==> config.mk <==
export PLATFORM = sky130hd
export DESIGN_NAME = emgb_gpio
export DESIGN_NICKNAME = d
export VERILOG_FILES = /design/src/rtl/emgb_pkg.sv /design/src/rtl/emgb_gpio.sv
export SDC_FILE = /design/constraint.sdc
export NUM_CORES = 1
export LEC_CHECK = 0
export BUFFER_PORTS_ARGS = -buffer_cell sky130_fd_sc_hd__buf_2
export CORE_ASPECT_RATIO = 1.5
export CORE_UTILIZATION = 40
export CTS_BUF_LIST = sky130_fd_sc_hd__clkbuf_8 sky130_fd_sc_hd__clkbuf_16
export DETAILED_ROUTE_END_ITERATION = 10
export PLACE_DENSITY = 0.76
export SLEW_MARGIN = 5
export SYNTH_ARGS = -nofsm -noshare
export SYNTH_HDL_FRONTEND = slang
export SYNTH_SLANG_ARGS = --single-unit
==> constraint.sdc <==
create_clock -name i_clk -period 0.8 [get_ports i_clk]
set_input_delay 0.04 -clock i_clk [delete_from_list [all_inputs] [get_ports i_clk]]
set_output_delay 0.04 -clock i_clk [all_outputs]
set_load 0.02 [all_outputs]
==> src/rtl/emgb_pkg.sv <==
// ----------------------------------------------------------------------------
// emgb_pkg
// Shared types, constants and decode helpers for the emulated memory/GPIO bus.
// ----------------------------------------------------------------------------
`timescale 1ns / 1ps
`default_nettype none

package emgb_pkg;

    localparam int unsigned MEM_BYTES_DEF = 65536;
    localparam logic [31:0] GPIO_BASE_DEF = 32'd538968064;

    localparam int unsigned WORD_W  = 32;
    localparam int unsigned LANES   = 4;

    // GPIO register offsets from the window base
    localparam logic [31:0] OFS_FSEL_LOW  = 32'h00;
    localparam logic [31:0] OFS_FSEL_MID  = 32'h04;
    localparam logic [31:0] OFS_FSEL_HIGH = 32'h08;
    localparam logic [31:0] OFS_PIN_SET   = 32'h1C;
    localparam logic [31:0] OFS_PIN_CLEAR = 32'h28;

    typedef enum logic [1:0] {
        ST_OK       = 2'd0,
        ST_RANGE    = 2'd1,
        ST_BAD_PHYS = 2'd2
    } t_status;

    typedef enum logic [2:0] {
        GR_NONE      = 3'd0,
        GR_FSEL_LOW  = 3'd1,
        GR_FSEL_MID  = 3'd2,
        GR_FSEL_HIGH = 3'd3,
        GR_PIN_SET   = 3'd4,
        GR_PIN_CLEAR = 3'd5
    } t_gpio_reg;

    // where the read data of a result comes from
    typedef enum logic [1:0] {
        RD_ZERO = 2'd0,
        RD_MEM  = 2'd1,
        RD_ADDR = 2'd2
    } t_rd_src;

    typedef struct packed {
        logic        we;
        t_gpio_reg   sel;
        logic [31:0] data;
    } t_gpio_req;

    function automatic t_gpio_reg gpio_decode(input logic [31:0] offset);
        t_gpio_reg sel;
        priority if (offset == OFS_FSEL_LOW)  sel = GR_FSEL_LOW;
        else if (offset == OFS_FSEL_MID)      sel = GR_FSEL_MID;
        else if (offset == OFS_FSEL_HIGH)     sel = GR_FSEL_HIGH;
        else if (offset == OFS_PIN_SET)       sel = GR_PIN_SET;
        else if (offset == OFS_PIN_CLEAR)     sel = GR_PIN_CLEAR;
        else                                  sel = GR_NONE;
        return sel;
    endfunction

endpackage

`default_nettype wire

==> src/rtl/emgb_gpio.sv <==
// ----------------------------------------------------------------------------
// emgb_gpio
// GPIO function select and pin level registers.
// ----------------------------------------------------------------------------
`timescale 1ns / 1ps
`default_nettype none

module emgb_gpio (
    input  wire logic                i_clk,
    input  wire logic                i_rst_n,
    input  wire emgb_pkg::t_gpio_req i_req,
    output logic [31:0]              o_pins_next,   // levels after this request
    output logic [31:0]              o_pins
);
    import emgb_pkg::*;

    logic [31:0] r_fsel_low, r_fsel_mid, r_fsel_high, r_pins;
    logic [31:0] n_fsel_low, n_fsel_mid, n_fsel_high, n_pins;

    always_comb begin
        n_fsel_low  = r_fsel_low;
        n_fsel_mid  = r_fsel_mid;
        n_fsel_high = r_fsel_high;
        n_pins      = r_pins;
        if (i_req.we) begin
            unique case (i_req.sel)
                GR_FSEL_LOW:  n_fsel_low = i_req.data;
                GR_FSEL_MID:  n_fsel_mid = i_req.data;
                GR_FSEL_HIGH: begin
                    // zero to the high register wipes all three
                    if (i_req.data == '0) begin
                        n_fsel_low = '0;
                        n_fsel_mid = '0;
                    end
                    n_fsel_high = i_req.data;
                end
                GR_PIN_SET:   n_pins = r_pins | i_req.data;
                GR_PIN_CLEAR: n_pins = r_pins & ~i_req.data;
                default: ;
            endcase
        end
    end

    always_ff @(posedge i_clk) begin
        if (!i_rst_n) begin
            r_fsel_low  <= '0;
            r_fsel_mid  <= '0;
            r_fsel_high <= '0;
            r_pins      <= '0;
        end else begin
            r_fsel_low  <= n_fsel_low;
            r_fsel_mid  <= n_fsel_mid;
            r_fsel_high <= n_fsel_high;
            r_pins      <= n_pins;
        end
    end

    assign o_pins_next = n_pins;
    assign o_pins      = r_pins;

endmodule

`default_nettype wire
======== After elaboration in Yosys (flattened, before gate mapping) ========
Cells that the tools add are included.
W data, S select, Z words.
storage, ports and cells
  latch bits .............................. 0
  memories ................................ 0
  bits of input ports ..................... 38
  output and inout bits ................... 64
  register bits ........................... 32
  bits in writable memories ............... 0
  ROM bits ................................ 0
operators by class
  multiply operators ...................... 0
  reduce and logical (&&, ||, !) cells .... 0
  shift operators ......................... 0
  bitwise operators ....................... 3
  div/mod/pow operators ................... 0
  muxes and demuxes ....................... 2
  $add $sub $neg .......................... 0
  magnitude comparators ................... 0
  equality and inequality tests ........... 2
operator list
  cell                  number
  $pmux W32 S2          1
  $and A32 B32 Y32      1
  $mux W32              1
  $not A32 Y32          1
  $or A32 B32 Y32       1
  $eq A3 B3 Y1 const B  2

======== Longest topological paths before layout ========
Gate-level depths: netlist of the first run.
  depth after elaboration ................. 4
  gate-level depth with buffers ........... 4

======== Worst setup path before layout of the first run ========
OpenSTA, ideal clock, no wires.
  path kind ............................... reg-to-output
  start point ............................. register r_pins[0], in the netlist o_pins[0]
  end point ............................... output o_pins_next[0]
  path buffers ............................ 0
  required time ........................... 0.760 ns
  cell stages (with the launch flop) ...... 3
  arrival time ............................ 0.871 ns
  slack ................................... -0.111 ns
  path through ............................ dfxtp_1 > inv_1 > mux2i_1
on the way
  word-level cells in the longest chain between the ends .. 3
  elaborated cells on any way between the ends .. 4
  classes of those cells .................. mux: 2; bitwise: 2
ends and longest elaborated chain
  item                                                 RTL line                          text
  from (decl)                                          emgb_gpio.sv:17                   logic [31:0] r_fsel_low, r_fsel_mid, r_fsel_high, r_pins;
  from (signal assigned)                               emgb_gpio.sv:54                   r_pins <= n_pins;
  $and A32 B32 Y32 or $or A32 B32 Y32 (tied branches)  emgb_gpio.sv:38, emgb_gpio.sv:37
  $pmux W32 S2                                         emgb_gpio.sv:26                   unique case (i_req.sel)
  $mux W32 (*)                                         emgb_gpio.sv:25                   if (i_req.we) begin
  to (decl)                                            emgb_gpio.sv:12                   output logic [31:0] o_pins_next,
Every way passes the cells marked *; elsewhere a longest branch is shown, timed or not.

======== Worst setup path in the final report of the first run ========
  start point ............................. register r_pins[9], in the netlist o_pins[9]
  end point ............................... output o_pins_next[9]
The elaborated chain is that of the path after synthesis.

==> results of run 1 <==
## stage by stage
step                      setup slack (ps)  instances  TNS [ps]
after CTS                           -213.1        452     -8874
final                               -283.4        458    -10100
after global routing                -323.7        458    -11800
after global placement              -339.7        412    -13740
after floorplan                     -41.61        213     -2080
after detailed placement            -355.3        412    -14720
## worst paths after layout
| kind | end | from | depth (start not counted) |
|---|---|---|---|
| worst min register to register | o_pins[29] | o_pins[29] | 2 |
| worst min-delay path | o_pins[23] | i_req[23] | 3 |
| worst max register to register | o_pins[9] | o_pins[9] | 4 |
| worst max-delay path | o_pins_next[9] | o_pins[9] | 3 |
## critical path: stages, from the launching register on
cell,delay [ps]
dfxtp_2,360
inv_2,40
mux2i_2,170
buf_4,180
## cell usage after synthesis (all sizes together)
cell type  number
mux2i          64
nand2          32
inv            32
buf            12
nand4b         32
clkbuf          8
dfxtp          32
nand2b          1
## metal layers
| metal | up-vias | part of all wire | GRT usage |
|---|---|---|---|
| li1 | 1078 | - | - |
| met1 | 1174 | 0.37 | 0.3068 |
| met2 | 130 | 0.55 | 0.5653 |
| met3 | 33 | 0.045 | 0.04478 |
| met4 | 0 | 0.038 | 0.1580 |
| met5 | - | 0 | 0 |
## area by class of cell
class / count / share of cell area
Multi-Input combinational cell: 129 / 0.3176
Tap cell: 64 / 0.01997
Clock buffer: 6 / 0.02059
Inverter: 32 / 0.02995
Timing Repair Buffer: 193 / 0.4402
Sequential cell: 32 / 0.1697
Clock inverter: 2 / 0.001872
## logic make-up after synthesis
| kind of cell | after synthesis |
|---|---|
| buffers and inverters | 52 |
| muxes | 64 |
| and+or+nand+nor | 65 |
| DFF | 32 |
## power by group
| group | leakage (uW) | switching (uW) | internal [uW] |
|---|---|---|---|
| combinational | 0.00162 | 572 | 613 |
| clock | 0.0000538 | 617 | 677 |
| sequential | 0.000275 | 35.3 | 1630 |
## repair_timing
action / CTS / global route
setup endpoints to repair: 67 / 75
pin swaps: 4 / 2
gates cloned: 0 / 2
buffers inserted: 32 / 7
resized for setup: 198 / 40
==> summary.txt, run 1 <==
Logic synthesis
  • Synth Warn #: 0
  • Avg Cell Area, Syn: 8.911 sq um
  • FF+latch count, synth: 32
  • Simple-gate area share of the yosys netlist: 0.2142
  • Post-synth top area cell: dfxtp_1
  • Largest family of logic cells by synthesized area: multiplexers
  • Synth cell types: 8
  • Syn_nets: 251
  • Multiplexer share of the synthesized area: 0.3375
  • Synth Area in XOR/XNOR: 0
  • Synthesized area: 1898 sq um
  • Cells after Synth: 213
  • Post-synthesis sequential area ratio: 0.3375
  • Dominant cells by area after synthesis: dfxtp_1, mux2i_1, nand4b_1, inv_1, nand2_1
  • Adder-cell area share of the yosys netlist: 0
  • Post-synth top area share: 0.3375
  • Compound-Gate Fraction of Synth Area: 0

Clock network
  • Clk buf depth: 2
  • Hold Buf Count CTS: 0
  • CTS tree: done
  • CTS H-tree lvls: 2
  • Clock-pin slew on the worst setup and hold paths: 80 ps
  • Root Buffer: clkbuf_8
  • CTS Buf Count: 5
  • Sink Count: 32
  • Worst-Skew Late Latency: 280 ps

Power
  • Power per cell area: 1035 nW/um^2
  • Leakage: 0.001949 uW
  • VDD IR max: 952.3 uV
  • Overall power: 4149 uW

Global routing
  • Overall Global Routing Usage: 0.2991
  • Gr ovfl total: 0
  • Number of global-route vias before repair: 2,426
  • Pin count of the biggest net entering global routing: 25
  • First-pass GRT wire length: 11,420 um
  • Initial antenna violation count: 0

Cells and area
  • Final Cell Area: 4010 sq um
  • Most frequent cells in the layout: buf_6, buf_4, buf_2
  • Final design utilization: 0.8829
  • Max reg flops: 32
  • Nets: 431
  • Area occupied by multi-input gates: 1274 sq um
  • Fillers: 192
  • FF/Latch Area: 680.7 sq um
  • Share of cells above drive strength 1: 0.7792
  • Most common cell after layout, fill and taps aside: buf_6
  • P&R area growth vs syn: 111.3%
  • Antenna cells: 0

Timing
  • Worst slew pin tran: 232.5 ps
  • RSZ-0062 raised after global routing: true
  • Final min period: 1083 ps
  • Setup violators final: 69
  • Slew margin rel.: 0.8405
  • Final WS setup: -283.4 ps
  • Final Max Slew Viols: 0
  • Max Freq: 0.9230 GHz
  • Final period utilization: 1.354
  • Hold Vio Cnt, Final: 0
  • Post-Route Skew: 0 ps
  • Hold slack: 138.9 ps

Worst setup path
  • Arrival time at the worst endpoint: 1040 ps
  • Crit Path Max Fanout: 2
  • Crit. End Element: output pin
  • R2R Setup Slk: -40 ps
  • Worst setup path class: register to output pin
  • Startpoint Class: register
  • Required @ worst endpoint: 760 ps

Job
  • Maxcap violations: 0

Floorplanning
  • # rows: 30
  • CORE AREA: 4542 sq um
  • Starting Density: 0.4179
  • Die area: 5030 sq um
  • Die H: 86.37 um
  • Io pins: 102
  • Die W: 58.25 um

Routing
  • Routed WL: 8797 um
  • Vias: 2,415
  • Drt pass-1 iters: 5
  • DRC Markers: 0
  • Starting DRT DRC Count: 130
  • Via/cell ratio: 5.273
  • Routed wire length per instance: 19.21 um
  • Post-route ant nets: 0

Status
  • Failing checks: setup timing
  • Status: finished with violations

Place
  • Buffers on Ports: 101
  • DP HPWL: 4333 um
  • Placed instance area: 3005 sq um
  • GP Congestion: 0.7549

Min path
  • Tightest Hold Check Type: primary input to register
(Power assumes the default switching activity.)
==> inputs of run 2 (changes only) <==
Settings changed: CELL_PAD_IN_SITES_DETAIL_PLACEMENT set to 1, CELL_PAD_IN_SITES_GLOBAL_PLACEMENT set to 1, CORE_UTILIZATION 40 to 28, PLACE_DENSITY 0.76 to not set, PLACE_DENSITY_LB_ADDON set to 0.1, SKIP_CTS_REPAIR_TIMING set to 1.
==> summary.txt, run 2 (synthesized netlist as in run 1, its figures left out) <==
Global routing
  • Most used routing layer: met2
  • Initial antenna violation count: 0 (unchanged)
  • GRT met2 Usage: 0.3331 (-0.2322)
  • Number of global-route vias before repair: 2,154 (-11%)
  • First-pass GRT wire length: 10,220 um (-11%)
  • Overall Global Routing Usage: 0.1823 (-0.1168)
  • Pin count of the biggest net entering global routing: 29 (+16%)
  • Met1 GRT Util: 0.2095 (-0.09724)
  • Gr ovfl total: 0 (unchanged)
  • Met3 Use GR: 0.03715 (-0.007630)

Floorplanning
  • Die W: 69.23 um (+19%)
  • Die area: 7119 sq um (+42%)
  • # rows: 36 (+20%)
  • Die H: 102.8 um (+19%)
  • Io pins: 102 (unchanged)
  • Starting Density: 0.2906 (-0.1273)
  • CORE AREA: 6531 sq um (+44%)

Status
  • Status: finished with violations
  • Failing checks: setup timing

Timing
  • Final period utilization: 1.290 (-0.06445)
  • Final WS setup: -231.9 ps (+51.56 ps)
  • Sum of negative setup slack: -8014 ps (+2083 ps)
  • Hold Vio Cnt, Final: 0 (unchanged)
  • Setup violators final: 56 (-19%)
  • Post-Route Skew: 0 ps (unchanged)
  • Max Freq: 0.9691 GHz (+5.0%)
  • Worst slew pin tran: 212.2 ps (-20.32 ps)
  • Final Max Slew Viols: 0 (unchanged)
  • RSZ-0062 raised after global routing: true
  • Slew margin rel.: 0.8578 (+0.01723)
  • Hold slack: 137.8 ps (-1.101 ps)
  • Final min period: 1032 ps (-51.56 ps)

Clock network
  • Root Buffer: clkbuf_8
  • CTS H-tree lvls: 2 (unchanged)
  • Clock-pin slew on the worst setup and hold paths: 60 ps (-20 ps)
  • Sink Count: 32 (unchanged)
  • CTS Buf Count: 5 (unchanged)
  • CTS tree: done
  • Worst-Skew Late Latency: 270 ps (about the same)
  • Clk buf depth: 2 (unchanged)

Power
  • Leakage: 0.001854 uW (-4.9%)
  • Power per cell area: 1022 nW/um^2 (-1.3%)
  • VDD IR max: 603.1 uV (-37%)
  • Overall power: 3919 uW (-5.5%)

Routing
  • Routed wire length per instance: 16.04 um (-16%)
  • Drt pass-1 iters: 4 (-1)
  • Via/cell ratio: 4.769 (-9.6%)
  • Post-route ant nets: 0 (unchanged)
  • DRC Markers: 0 (unchanged)
  • Starting DRT DRC Count: 53 (-59%)
  • Routed WL: 7284 um (-17%)
  • Vias: 2,165 (-10%)

Cells and area
  • Most frequent cells in the layout: buf_4, buf_6, buf_2
  • Most common cell after layout, fill and taps aside: buf_4
  • Antenna cells: 0 (unchanged)
  • Non-Filler Instances: 454 (-0.87%)
  • Nets: 418 (-3.0%)
  • Final design utilization: 0.5874 (-0.2956)
  • Max reg flops: 32 (unchanged)
  • Share of cells above drive strength 1: 0.7460 (-0.03316)
  • Fillers: 738 (+280%)
  • P&R area growth vs syn: 102.1%

Worst setup path
  • Required @ worst endpoint: 760 ps (about the same)
  • Slowest-stage cell, CP: dfxtp_2
  • Crit-path cells: inv_2 > mux2i_2 > buf_4
  • Crit. End Element: output pin
  • Arrival time at the worst endpoint: 990 ps (-50 ps)
  • Worst setup path class: register to output pin
  • Crit Path Max Fanout: 3 (+1)
  • Startpoint Class: register
  • Delay of the slowest cell on the worst path: 350 ps (about the same)

Min path
  • Tightest Hold Check Type: primary input to register

Place
  • Inst Count DP: 431 (+4.6%)
  • Buffers on Ports: 101 (unchanged)
  • DP HPWL: 4857 um (+12%)
  • GP Congestion: 0.7000 (-7.3%)

Job
  • Maxcap violations: 0 (unchanged)
[run 2: through the flow]
step	cell area, sq um	worst slack [ps]
after global placement	3123	-412.9
after CTS	3192	-445.3
after detailed placement	3123	-417.1
after floorplan	2083	-41.61
final	3836	-231.9
after global routing	3836	-289.5
[run 2: path summary, 6_finish.rpt]
kind	startpoint	end	slack, ps	depth (start not counted)
max	o_pins[13]	o_pins_next[13]	-230	3
min	i_req[20]	o_pins[20]	140	3
max reg2reg	o_pins[3]	o_pins[3]	10	4
min reg2reg	o_pins[1]	o_pins[1]	490	2
[run 2: routing by layer]
layer | up-vias | routed length, um
li1 | 1050 | -
met1 | 1033 | 3039
met2 | 73 | 3824
met3 | 9 | 287
met4 | 0 | 132
met5 | - | 0
[run 2: worst max-delay path: cells and delay by family (launching register included)]
family	cells	cell delay, ps
flops	1	350
buf+inv	2	220
mux	1	140
[run 2: where the power goes]
part	internal (uW)	switching, uW	total, uW
Combinational	597	529	1130
Clock	560	566	1130
Sequential	1630	33.3	1670
Total	2790	1130	3920
[run 2: layout make-up]
cell class                 instances  area (sq um)  share of cell area
sequential                        32         683.2              0.1781
inverter                          32         120.1             0.03131
timing repair buffer             180          1638              0.4269
tap                               76         95.09             0.02479
multi-input combinational        129          1231              0.3209
clock buffer                       5         68.82             0.01794
